<file path="src/rtl/core/mqtl_pkg.sv">
package mqtl_pkg;

  localparam int SLOT_COUNT = 64;
  localparam int SLOT_W = $clog2(SLOT_COUNT);
  localparam int LEN_W = $clog2(SLOT_COUNT + 1);
  localparam int ID_W = 16;
  localparam int NQ = 3;

  localparam logic [1:0] Q_RUN  = 2'd0;
  localparam logic [1:0] Q_DEAD = 2'd1;
  localparam logic [1:0] Q_FORK = 2'd2;
  localparam logic [1:0] Q_BAD  = 2'd3;

  typedef enum logic [2:0] {
    OP_PUSH        = 3'd0,
    OP_POP         = 3'd1,
    OP_REMOVE_SLOT = 3'd2,
    OP_REMOVE_ID   = 3'd3,
    OP_ROTATE      = 3'd4,
    OP_MOVE_ALL    = 3'd5,
    OP_PEEK        = 3'd6,
    OP_NONE        = 3'd7
  } op_t;

  typedef enum logic [3:0] {
    ST_IDLE,
    ST_PUSH_A,
    ST_PUSH_B,
    ST_HEAD_RD,
    ST_HEAD_EV,
    ST_SCAN,
    ST_WALK_RD,
    ST_WALK_EV,
    ST_MOVE_A,
    ST_MOVE_B,
    ST_OUT
  } state_t;

  typedef struct packed {
    op_t               operation;
    logic [1:0]        queue_select;
    logic [1:0]        target_queue;
    logic [SLOT_W-1:0] task_handle;
    logic [ID_W-1:0]   task_id;
  } cmd_t;

  typedef struct packed {
    logic              found;
    logic [SLOT_W-1:0] result_handle;
    logic [ID_W-1:0]   result_id;
    logic [1:0]        found_queue;
    logic [LEN_W-1:0]  moved_count;
  } rsp_t;

endpackage

</file>
<file path="src/rtl/core/mqtl_ram.sv">
module mqtl_ram #(
  parameter int WIDTH = 8,
  parameter int DEPTH = 64
) (
  input  logic                     clk,
  input  logic                     we,
  input  logic [$clog2(DEPTH)-1:0] waddr,
  input  logic [WIDTH-1:0]         wdata,
  input  logic                     re,
  input  logic [$clog2(DEPTH)-1:0] raddr,
  output logic [WIDTH-1:0]         rdata
);

  logic [WIDTH-1:0] mem [DEPTH];

  always_ff @(posedge clk) begin
    if (we) begin
      mem[waddr] <= wdata;
    end
  end

  always_ff @(posedge clk) begin
    if (re) begin
      rdata <= mem[raddr];
    end
  end

endmodule

</file>
<file path="src/rtl/core/multi_queue_task_list_manager.sv">
// Three circular linked task queues (run, dead, fork) over a shared pool of
// task slots; links and ids sit in two one-port-read RAMs. One command is
// worked at a time, the next is taken as soon as the sequencer is idle, even
// while the previous response still waits. Remove walks the links one slot
// at a time (RAM read, then compare) over the searched queues.
module multi_queue_task_list_manager (
  input  logic          clk,
  input  logic          rst,
  input  logic          cmd_valid,
  output logic          cmd_ready,
  input  mqtl_pkg::cmd_t cmd,
  output logic          rsp_valid,
  input  logic          rsp_ready,
  output mqtl_pkg::rsp_t rsp
);

  localparam int SW = mqtl_pkg::SLOT_W;
  localparam int LW = mqtl_pkg::LEN_W;
  localparam int IW = mqtl_pkg::ID_W;

  mqtl_pkg::state_t state, state_next;
  mqtl_pkg::cmd_t   op_reg, op_reg_next;
  mqtl_pkg::rsp_t   res, res_next;
  mqtl_pkg::rsp_t   rsp_next;
  logic             rsp_valid_next;

  logic [SW-1:0] head [mqtl_pkg::NQ];
  logic [SW-1:0] head_next [mqtl_pkg::NQ];
  logic [SW-1:0] tail [mqtl_pkg::NQ];
  logic [SW-1:0] tail_next [mqtl_pkg::NQ];
  logic [LW-1:0] len [mqtl_pkg::NQ];
  logic [LW-1:0] len_next [mqtl_pkg::NQ];
  logic [mqtl_pkg::SLOT_COUNT-1:0] used, used_next;

  logic [SW-1:0] cur, cur_next, prev, prev_next;
  logic [LW-1:0] cnt, cnt_next;
  logic [1:0]    wq, wq_next;

  logic          link_we, id_we, rd_en;
  logic [SW-1:0] link_waddr, id_waddr, rd_addr;
  logic [SW-1:0] link_wdata, link_rd;
  logic [IW-1:0] id_wdata, id_rd;

  mqtl_ram #(.WIDTH(SW), .DEPTH(mqtl_pkg::SLOT_COUNT)) u_link (
    .clk(clk), .we(link_we), .waddr(link_waddr), .wdata(link_wdata),
    .re(rd_en), .raddr(rd_addr), .rdata(link_rd)
  );

  mqtl_ram #(.WIDTH(IW), .DEPTH(mqtl_pkg::SLOT_COUNT)) u_id (
    .clk(clk), .we(id_we), .waddr(id_waddr), .wdata(id_wdata),
    .re(rd_en), .raddr(rd_addr), .rdata(id_rd)
  );

  always_ff @(posedge clk) begin
    if (rst) begin
      state     <= mqtl_pkg::ST_IDLE;
      rsp_valid <= 1'b0;
      used      <= '0;
      for (int k = 0; k < mqtl_pkg::NQ; k++) begin
        head[k] <= '0;
        tail[k] <= '0;
        len[k]  <= '0;
      end
    end else begin
      state     <= state_next;
      rsp_valid <= rsp_valid_next;
      used      <= used_next;
      for (int k = 0; k < mqtl_pkg::NQ; k++) begin
        head[k] <= head_next[k];
        tail[k] <= tail_next[k];
        len[k]  <= len_next[k];
      end
    end
  end

  always_ff @(posedge clk) begin
    op_reg <= op_reg_next;
    res    <= res_next;
    rsp    <= rsp_next;
    cur    <= cur_next;
    prev   <= prev_next;
    cnt    <= cnt_next;
    wq     <= wq_next;
  end

  always_comb begin
    logic [1:0]    q, t;
    logic [SW-1:0] h;
    logic          hit;
    q = op_reg.queue_select;
    t = op_reg.target_queue;
    h = op_reg.task_handle;
    hit = 1'b0;

    state_next     = state;
    op_reg_next    = op_reg;
    res_next       = res;
    rsp_next       = rsp;
    rsp_valid_next = rsp_valid && !rsp_ready;
    used_next      = used;
    cur_next       = cur;
    prev_next      = prev;
    cnt_next       = cnt;
    wq_next        = wq;
    for (int k = 0; k < mqtl_pkg::NQ; k++) begin
      head_next[k] = head[k];
      tail_next[k] = tail[k];
      len_next[k]  = len[k];
    end
    cmd_ready  = 1'b0;
    link_we    = 1'b0;
    link_waddr = '0;
    link_wdata = '0;
    id_we      = 1'b0;
    id_waddr   = '0;
    id_wdata   = '0;
    rd_en      = 1'b0;
    rd_addr    = '0;

    case (state)
      mqtl_pkg::ST_IDLE: begin
        cmd_ready = 1'b1;
        if (cmd_valid) begin
          op_reg_next = cmd;
          res_next    = '0;
          state_next  = mqtl_pkg::ST_OUT;
          case (cmd.operation)
            mqtl_pkg::OP_PUSH: begin
              if (cmd.queue_select != mqtl_pkg::Q_BAD && !used[cmd.task_handle]) begin
                state_next = mqtl_pkg::ST_PUSH_A;
              end
            end
            mqtl_pkg::OP_POP, mqtl_pkg::OP_ROTATE, mqtl_pkg::OP_PEEK: begin
              if (cmd.queue_select != mqtl_pkg::Q_BAD &&
                  len[cmd.queue_select] != '0) begin
                state_next = mqtl_pkg::ST_HEAD_RD;
              end
            end
            mqtl_pkg::OP_REMOVE_SLOT: begin
              if (cmd.queue_select != mqtl_pkg::Q_BAD) begin
                wq_next    = cmd.queue_select;
                state_next = mqtl_pkg::ST_SCAN;
              end
            end
            mqtl_pkg::OP_REMOVE_ID: begin
              wq_next    = mqtl_pkg::Q_RUN;
              state_next = mqtl_pkg::ST_SCAN;
            end
            mqtl_pkg::OP_MOVE_ALL: begin
              if (cmd.queue_select != mqtl_pkg::Q_BAD &&
                  cmd.target_queue != mqtl_pkg::Q_BAD &&
                  cmd.queue_select != cmd.target_queue &&
                  len[cmd.queue_select] != '0) begin
                state_next = mqtl_pkg::ST_MOVE_A;
              end
            end
            default: ;
          endcase
        end
      end

      mqtl_pkg::ST_PUSH_A: begin
        id_we    = 1'b1;
        id_waddr = h;
        id_wdata = op_reg.task_id;
        res_next = '{found: 1'b1, result_handle: h, result_id: op_reg.task_id,
                     found_queue: q, moved_count: '0};
        if (len[q] == '0) begin
          link_we      = 1'b1;
          link_waddr   = h;
          link_wdata   = h;
          head_next[q] = h;
          tail_next[q] = h;
          len_next[q]  = LW'(1);
          used_next[h] = 1'b1;
          state_next   = mqtl_pkg::ST_OUT;
        end else begin
          link_we    = 1'b1;
          link_waddr = tail[q];
          link_wdata = h;
          state_next = mqtl_pkg::ST_PUSH_B;
        end
      end

      mqtl_pkg::ST_PUSH_B: begin
        link_we      = 1'b1;
        link_waddr   = h;
        link_wdata   = head[q];
        tail_next[q] = h;
        len_next[q]  = len[q] + LW'(1);
        used_next[h] = 1'b1;
        state_next   = mqtl_pkg::ST_OUT;
      end

      mqtl_pkg::ST_HEAD_RD: begin
        rd_en      = 1'b1;
        rd_addr    = head[q];
        state_next = mqtl_pkg::ST_HEAD_EV;
      end

      mqtl_pkg::ST_HEAD_EV: begin
        res_next = '{found: 1'b1, result_handle: head[q], result_id: id_rd,
                     found_queue: q, moved_count: '0};
        if (op_reg.operation == mqtl_pkg::OP_POP) begin
          used_next[head[q]] = 1'b0;
          if (len[q] == LW'(1)) begin
            head_next[q] = '0;
            tail_next[q] = '0;
            len_next[q]  = '0;
          end else begin
            link_we      = 1'b1;
            link_waddr   = tail[q];
            link_wdata   = link_rd;
            head_next[q] = link_rd;
            len_next[q]  = len[q] - LW'(1);
          end
        end else if (op_reg.operation == mqtl_pkg::OP_ROTATE) begin
          tail_next[q] = head[q];
          head_next[q] = link_rd;
        end
        state_next = mqtl_pkg::ST_OUT;
      end

      mqtl_pkg::ST_SCAN: begin
        if (len[wq] == '0) begin
          if (op_reg.operation == mqtl_pkg::OP_REMOVE_ID && wq != mqtl_pkg::Q_DEAD) begin
            wq_next = (wq == mqtl_pkg::Q_RUN) ? mqtl_pkg::Q_FORK : mqtl_pkg::Q_DEAD;
          end else begin
            state_next = mqtl_pkg::ST_OUT;
          end
        end else begin
          prev_next  = tail[wq];
          cur_next   = head[wq];
          cnt_next   = '0;
          state_next = mqtl_pkg::ST_WALK_RD;
        end
      end

      mqtl_pkg::ST_WALK_RD: begin
        rd_en      = 1'b1;
        rd_addr    = cur;
        state_next = mqtl_pkg::ST_WALK_EV;
      end

      mqtl_pkg::ST_WALK_EV: begin
        hit = (op_reg.operation == mqtl_pkg::OP_REMOVE_ID) ? (id_rd == op_reg.task_id)
                                                           : (cur == h);
        if (hit) begin
          res_next = '{found: 1'b1, result_handle: cur, result_id: id_rd,
                       found_queue: wq, moved_count: '0};
          used_next[cur] = 1'b0;
          if (len[wq] <= LW'(1)) begin
            head_next[wq] = '0;
            tail_next[wq] = '0;
            len_next[wq]  = '0;
          end else begin
            link_we    = 1'b1;
            link_waddr = prev;
            link_wdata = link_rd;
            if (cur == tail[wq]) tail_next[wq] = prev;
            if (cur == head[wq]) head_next[wq] = link_rd;
            len_next[wq] = len[wq] - LW'(1);
          end
          state_next = mqtl_pkg::ST_OUT;
        end else if (cnt + LW'(1) == len[wq]) begin
          if (op_reg.operation == mqtl_pkg::OP_REMOVE_ID && wq != mqtl_pkg::Q_DEAD) begin
            wq_next    = (wq == mqtl_pkg::Q_RUN) ? mqtl_pkg::Q_FORK : mqtl_pkg::Q_DEAD;
            state_next = mqtl_pkg::ST_SCAN;
          end else begin
            state_next = mqtl_pkg::ST_OUT;
          end
        end else begin
          prev_next  = cur;
          cur_next   = link_rd;
          cnt_next   = cnt + LW'(1);
          state_next = mqtl_pkg::ST_WALK_RD;
        end
      end

      mqtl_pkg::ST_MOVE_A: begin
        res_next.moved_count = len[q];
        head_next[q] = '0;
        tail_next[q] = '0;
        len_next[q]  = '0;
        if (len[t] == '0) begin
          head_next[t] = head[q];
          tail_next[t] = tail[q];
          len_next[t]  = len[q];
          state_next   = mqtl_pkg::ST_OUT;
        end else begin
          // source state held until the second splice write
          head_next[q] = head[q];
          tail_next[q] = tail[q];
          len_next[q]  = len[q];
          link_we      = 1'b1;
          link_waddr   = tail[t];
          link_wdata   = head[q];
          state_next   = mqtl_pkg::ST_MOVE_B;
        end
      end

      mqtl_pkg::ST_MOVE_B: begin
        link_we      = 1'b1;
        link_waddr   = tail[q];
        link_wdata   = head[t];
        tail_next[t] = tail[q];
        len_next[t]  = len[t] + len[q];
        head_next[q] = '0;
        tail_next[q] = '0;
        len_next[q]  = '0;
        state_next   = mqtl_pkg::ST_OUT;
      end

      mqtl_pkg::ST_OUT: begin
        if (!rsp_valid || rsp_ready) begin
          rsp_next       = res;
          rsp_valid_next = 1'b1;
          state_next     = mqtl_pkg::ST_IDLE;
        end
      end

      default: state_next = mqtl_pkg::ST_IDLE;
    endcase
  end

endmodule
</file>
<file path="config.mk">
export PLATFORM = sky130hd
export DESIGN_NAME = multi_queue_task_list_manager
export DESIGN_NICKNAME = d
export VERILOG_FILES = /design/src/rtl/core/mqtl_pkg.sv /design/src/rtl/core/mqtl_ram.sv /design/src/rtl/core/multi_queue_task_list_manager.sv
export SDC_FILE = /design/constraint.sdc
export NUM_CORES = 2
export LEC_CHECK = 0
export BUFFER_PORTS_ARGS = -buffer_cell sky130_fd_sc_hd__buf_2
export CAP_MARGIN = 20
export CORE_ASPECT_RATIO = 1.25
export CORE_MARGIN = 2
export CORE_UTILIZATION = 60
export CTS_BUF_LIST = sky130_fd_sc_hd__clkbuf_16
export DETAILED_ROUTE_END_ITERATION = 12
export MAX_ROUTING_LAYER = met4
export PLACE_DENSITY = 0.75
export SYNTH_ARGS = -nofsm -noshare
export SYNTH_HDL_FRONTEND = slang
export SYNTH_SLANG_ARGS = --single-unit
</file>
<file path="constraint.sdc">
create_clock -name clk -period 4.3 [get_ports clk]
set_input_delay 0.645 -clock clk [delete_from_list [all_inputs] [get_ports clk]]
set_output_delay 0.645 -clock clk [all_outputs]
set_load 0.02 [all_outputs]
</file>
==> impl_results.md <==
- Top cell family by delay on the critical path: compound AO/OA/AOI/OAI gates
- Met2 Wirelength: ~110000 microns
- Final hold vios: 0
- H-Tree Depth: 4
- Synth warnings: 0
- Final core utilization: 68.7%
- Worst reg-to-reg setup slack: 0.28 ns
- Nets: 5700
- Detailed-route via count: about 50000
- Initial core utilization: between 60% and 70%
- Top Layer Used: met4
- WS Path Type: reg -> reg
- Largest regs: u_id.mem (1024), u_link.mem (384), used (64)
- R2R Path End: u_id.rdata[15]
- CTS Buf Count: 158
- FF-to-FF path depth: 10
- Max VDD drop: ~0.00037 V
- Post-synth top flop: edfxtp_1
- Distinct cell type count after synthesis: 97
- Hold path cells: 1
- Yosys reg bits: approximately 1700
- RSZ-0062 raised after global routing: false
- Residual DRC: 0
- Die Ht: between 300 and 400 microns
- Post-Syn Nets: between 5000 and 6000
- Worst setup path start: state[3]
- CP required: roughly 5.0 ns
- Post-route met1 wirelength: roughly 82000 microns
- Io pins: between 60 and 70
- Crit Path Max Fanout: 70
- Core Region: between 100000 and 150000 sq um
- GP Congestion: around 1.1
- Final count of negative-setup-slack endpoints: 0
- Row Count: about 140
- Largest register FFs: about 1000
- WHS Endpoint: op_reg[5]
- Synth-to-layout area growth: 13.7%
- Iter 0 DRT Violations: about 8500
- Die W: ~310 microns
- Tot GR Track Use: between 30% and 40%
- Initial antenna violation count: 11
- Least-Margin Pin Slew: between 1 and 1.5 ns
- DR WL/cell: about 31 microns
- Vias in the first global route: 49200
- Global-route wire length before repair: about 330000 microns
- Leakage: around 28 nW
- Element type at the critical path start: flip-flop
- Syn Area/Cell: around 13 sq um
- CTS sink count: between 1500 and 2000
- Buffers and inverters on the worst path: 2
- Worst skew pair latency: about 0.8 ns
- Final Max Tran Viols: 0
- HP Class: in -> reg
- Most flops, register: u_id.mem
- Fin crit period: roughly 4 ns
- Reg clk slew, reported paths: approximately 0.070 ns
- Routed met3 length: 28600 microns
- Slowest-stage cell, CP: a21boi_0
- CP endpoint kind: flip-flop
- Status: finished, final reports clean
- Worst EP arrival: approximately 4.7 ns
- Detailed placement HPWL: around 150000 microns
- Final Cycle Share: approximately 93%
- Final setup TNS: 0 ns
- Sequential share of the synthesized area: between 60 and 70%
- Drt first pass iters: 8
- Vias per inst: 6.96
- Clock Skews: ~0.051 ns
- Die area: approximately 120000 sq um
- Fmax: 0.249 GHz
- Remaining Overflow, GRT: 0
- Max Buffers Root-to-Sink: 3
- Layout cell share with drive strength beyond 1: between 15 and 20%
- Post-synth EDFFs: ~1500
- TritonCTS clock tree: done
- Critical-path cell list: buf_4, nor2_1, and3_1, a22oi_2, nor2b_1, nor2_4, buf_12, o2111ai_1, a21boi_0, a2111o_1
- Number of max-cap violations: 0
- Largest net degree at the start of global routing: between 70 and 80
- Hold Startpoint: cmd[5]
- CP max stage delay: between 0.6 and 0.7 ns
- Mapped Area: 72400 sq um
- Reg2reg start: state[3]
- Clock root cell: clkbuf_16
- Ys async rst share: 0%
- Routed wire length: roughly 230000 microns
- Pwr Density: just over 500 nW/um^2
- Final ANT Viol Nets: 0
- Slew HR: between 10% and 20%
- Synth Instances: around 5400
- Port Buffers: 66
final cells by class:
type / count / area (sq um)
repair buffers: 473 / 4010
fillers: 7917 / 37600
clock inverters: 131 / 1270
flip-flops and latches: 1676 / 49000
inverters: 36 / 135
clock buffers: 158 / 3950
multi-input cells: 3307 / 22000
diodes: 7 / 17.5
well taps: 1584 / 1980
worst max path at each step:
stage | to | slack (ns) | cells after the start
CTS | u_link.mem[10][3] | 0.28 | 12
floorplan | u_link.mem[0][2] | 0.50 | 12
detailed placement | u_link.mem[8][0] | 0.28 | 9
finish | u_id.rdata[15] | 0.28 | 10
global route | u_link.mem[2][2] | 0.1 | 10
global placement | u_link.mem[15][1] | 0.36 | 12
placed cells by master, fill, tap and decap left out, types with 53 or more instances in the layout:
master / synthesis / final
o21ai_0: 207 / 206
edfxtp_1: 1544 / 1544
buf_4: 5 / 353
mux2i_1: 65 / 65
clkbuf_16: 0 / 158
dfxtp_1: 132 / 131
mux4_2: 197 / 197
nand3_1: 301 / 301
inv_1: 32 / 64
o2111ai_1: 90 / 90
a21boi_0: 53 / 53
a22oi_1: 178 / 177
nand2_1: 987 / 986
nor2_1: 271 / 256
a21oi_1: 282 / 278
buf_2: 76 / 65
repair_timing:
action                                  4_1_cts  5_1_grt
endpoints found under the setup margin        0       39
hold buffers                                  7        0
hold endpoints to repair                      7        0
gates resized for setup                       0        3
setup buffers                                 0        0
report_power, final:
group	switching (mW)	total, mW	internal (mW)	leakage, nW
registers	0.569	19.7	19.1	15.2
clock network	6.26	14.0	7.76	2.64
logic	6.35	8.99	2.64	10.2
cell families (layout without fill, tap and decap cells):
| kind of cell | Yosys count | after routing | share of synthesized area (%) |
|---|---|---|---|
| and+or+nand+nor | 1781 | 1781 | 10.6 |
| adders and majority gates | 15 | 15 | 0.269 |
| xor gates and xnor gates | 57 | 57 | 0.727 |
| buffers and inverters | 389 | 798 | 2.31 |
| AOI/OAI and AO/OA | 1166 | 1166 | 11.0 |
| other | 0 | 7 | 0 |
| DFF | 1676 | 1676 | 67.6 |
| muxes | 288 | 288 | 7.43 |
metrics by stage:
step                std cells  hold WS [ns]  cell area, sq um  total power, mW  setup WS [ns]
CTS                      7364       0.00282             82300             42.3          0.277
detailed placement       7068         0.405             77000             28.5          0.277
finish                   7372        0.0612             82400             42.7          0.283
global route             7371        0.0309             82400             43.7         0.0963
floorplan                5372         0.400             72400             24.7          0.498
global placement         7068         0.403             77000             28.5          0.358
metal layers:
metal	vias to the layer above	track usage, %
li1	21300	-
met1	25100	50.0
met2	4127	57.3
met3	798	8.72
met4	0	19.9
met5	-	-
cell usage after synthesis, drive strengths merged (7+ instances only):
| cell | number | area, sq um |
|---|---|---|
| edfxtp | 1544 | 46400 |
| nand2 | 987 | 3700 |
| nand3 | 301 | 1510 |
| a21oi | 282 | 1410 |
| nor2 | 271 | 1020 |
| clkbuf | 237 | 890 |
| o21ai | 225 | 1160 |
| mux4 | 197 | 4440 |
| a22oi | 178 | 1340 |
| dfxtp | 132 | 2640 |
| buf | 116 | 647 |
| o2111ai | 90 | 788 |
| mux2i | 67 | 678 |
| a21boi | 54 | 405 |
| nor3 | 36 | 185 |
| inv | 35 | 131 |
| o211ai | 34 | 269 |
| nor2b | 31 | 194 |
| and2 | 30 | 188 |
| xnor2 | 28 | 245 |
| xor2 | 27 | 236 |
| o21a | 25 | 190 |
| a22o | 24 | 210 |
| mux2 | 24 | 270 |
| a2111o | 22 | 248 |
| a21o | 22 | 165 |
| a221oi | 21 | 208 |
| a31oi | 21 | 138 |
| nor4 | 21 | 131 |
| o22ai | 21 | 131 |
| a211oi | 18 | 135 |
| a221o | 18 | 180 |
| nand4 | 18 | 119 |
| nand2b | 17 | 106 |
| o221ai | 15 | 131 |
| a211o | 14 | 123 |
| and3 | 14 | 87.6 |
| ha | 14 | 175 |
| a222oi | 11 | 110 |
| o32ai | 11 | 104 |
| o2bb2ai | 10 | 87.6 |
| nand3b | 9 | 67.6 |
| or3 | 9 | 56.3 |
| nor3b | 7 | 52.6 |
No activity file was read; power rests on OpenSTA's default activity.
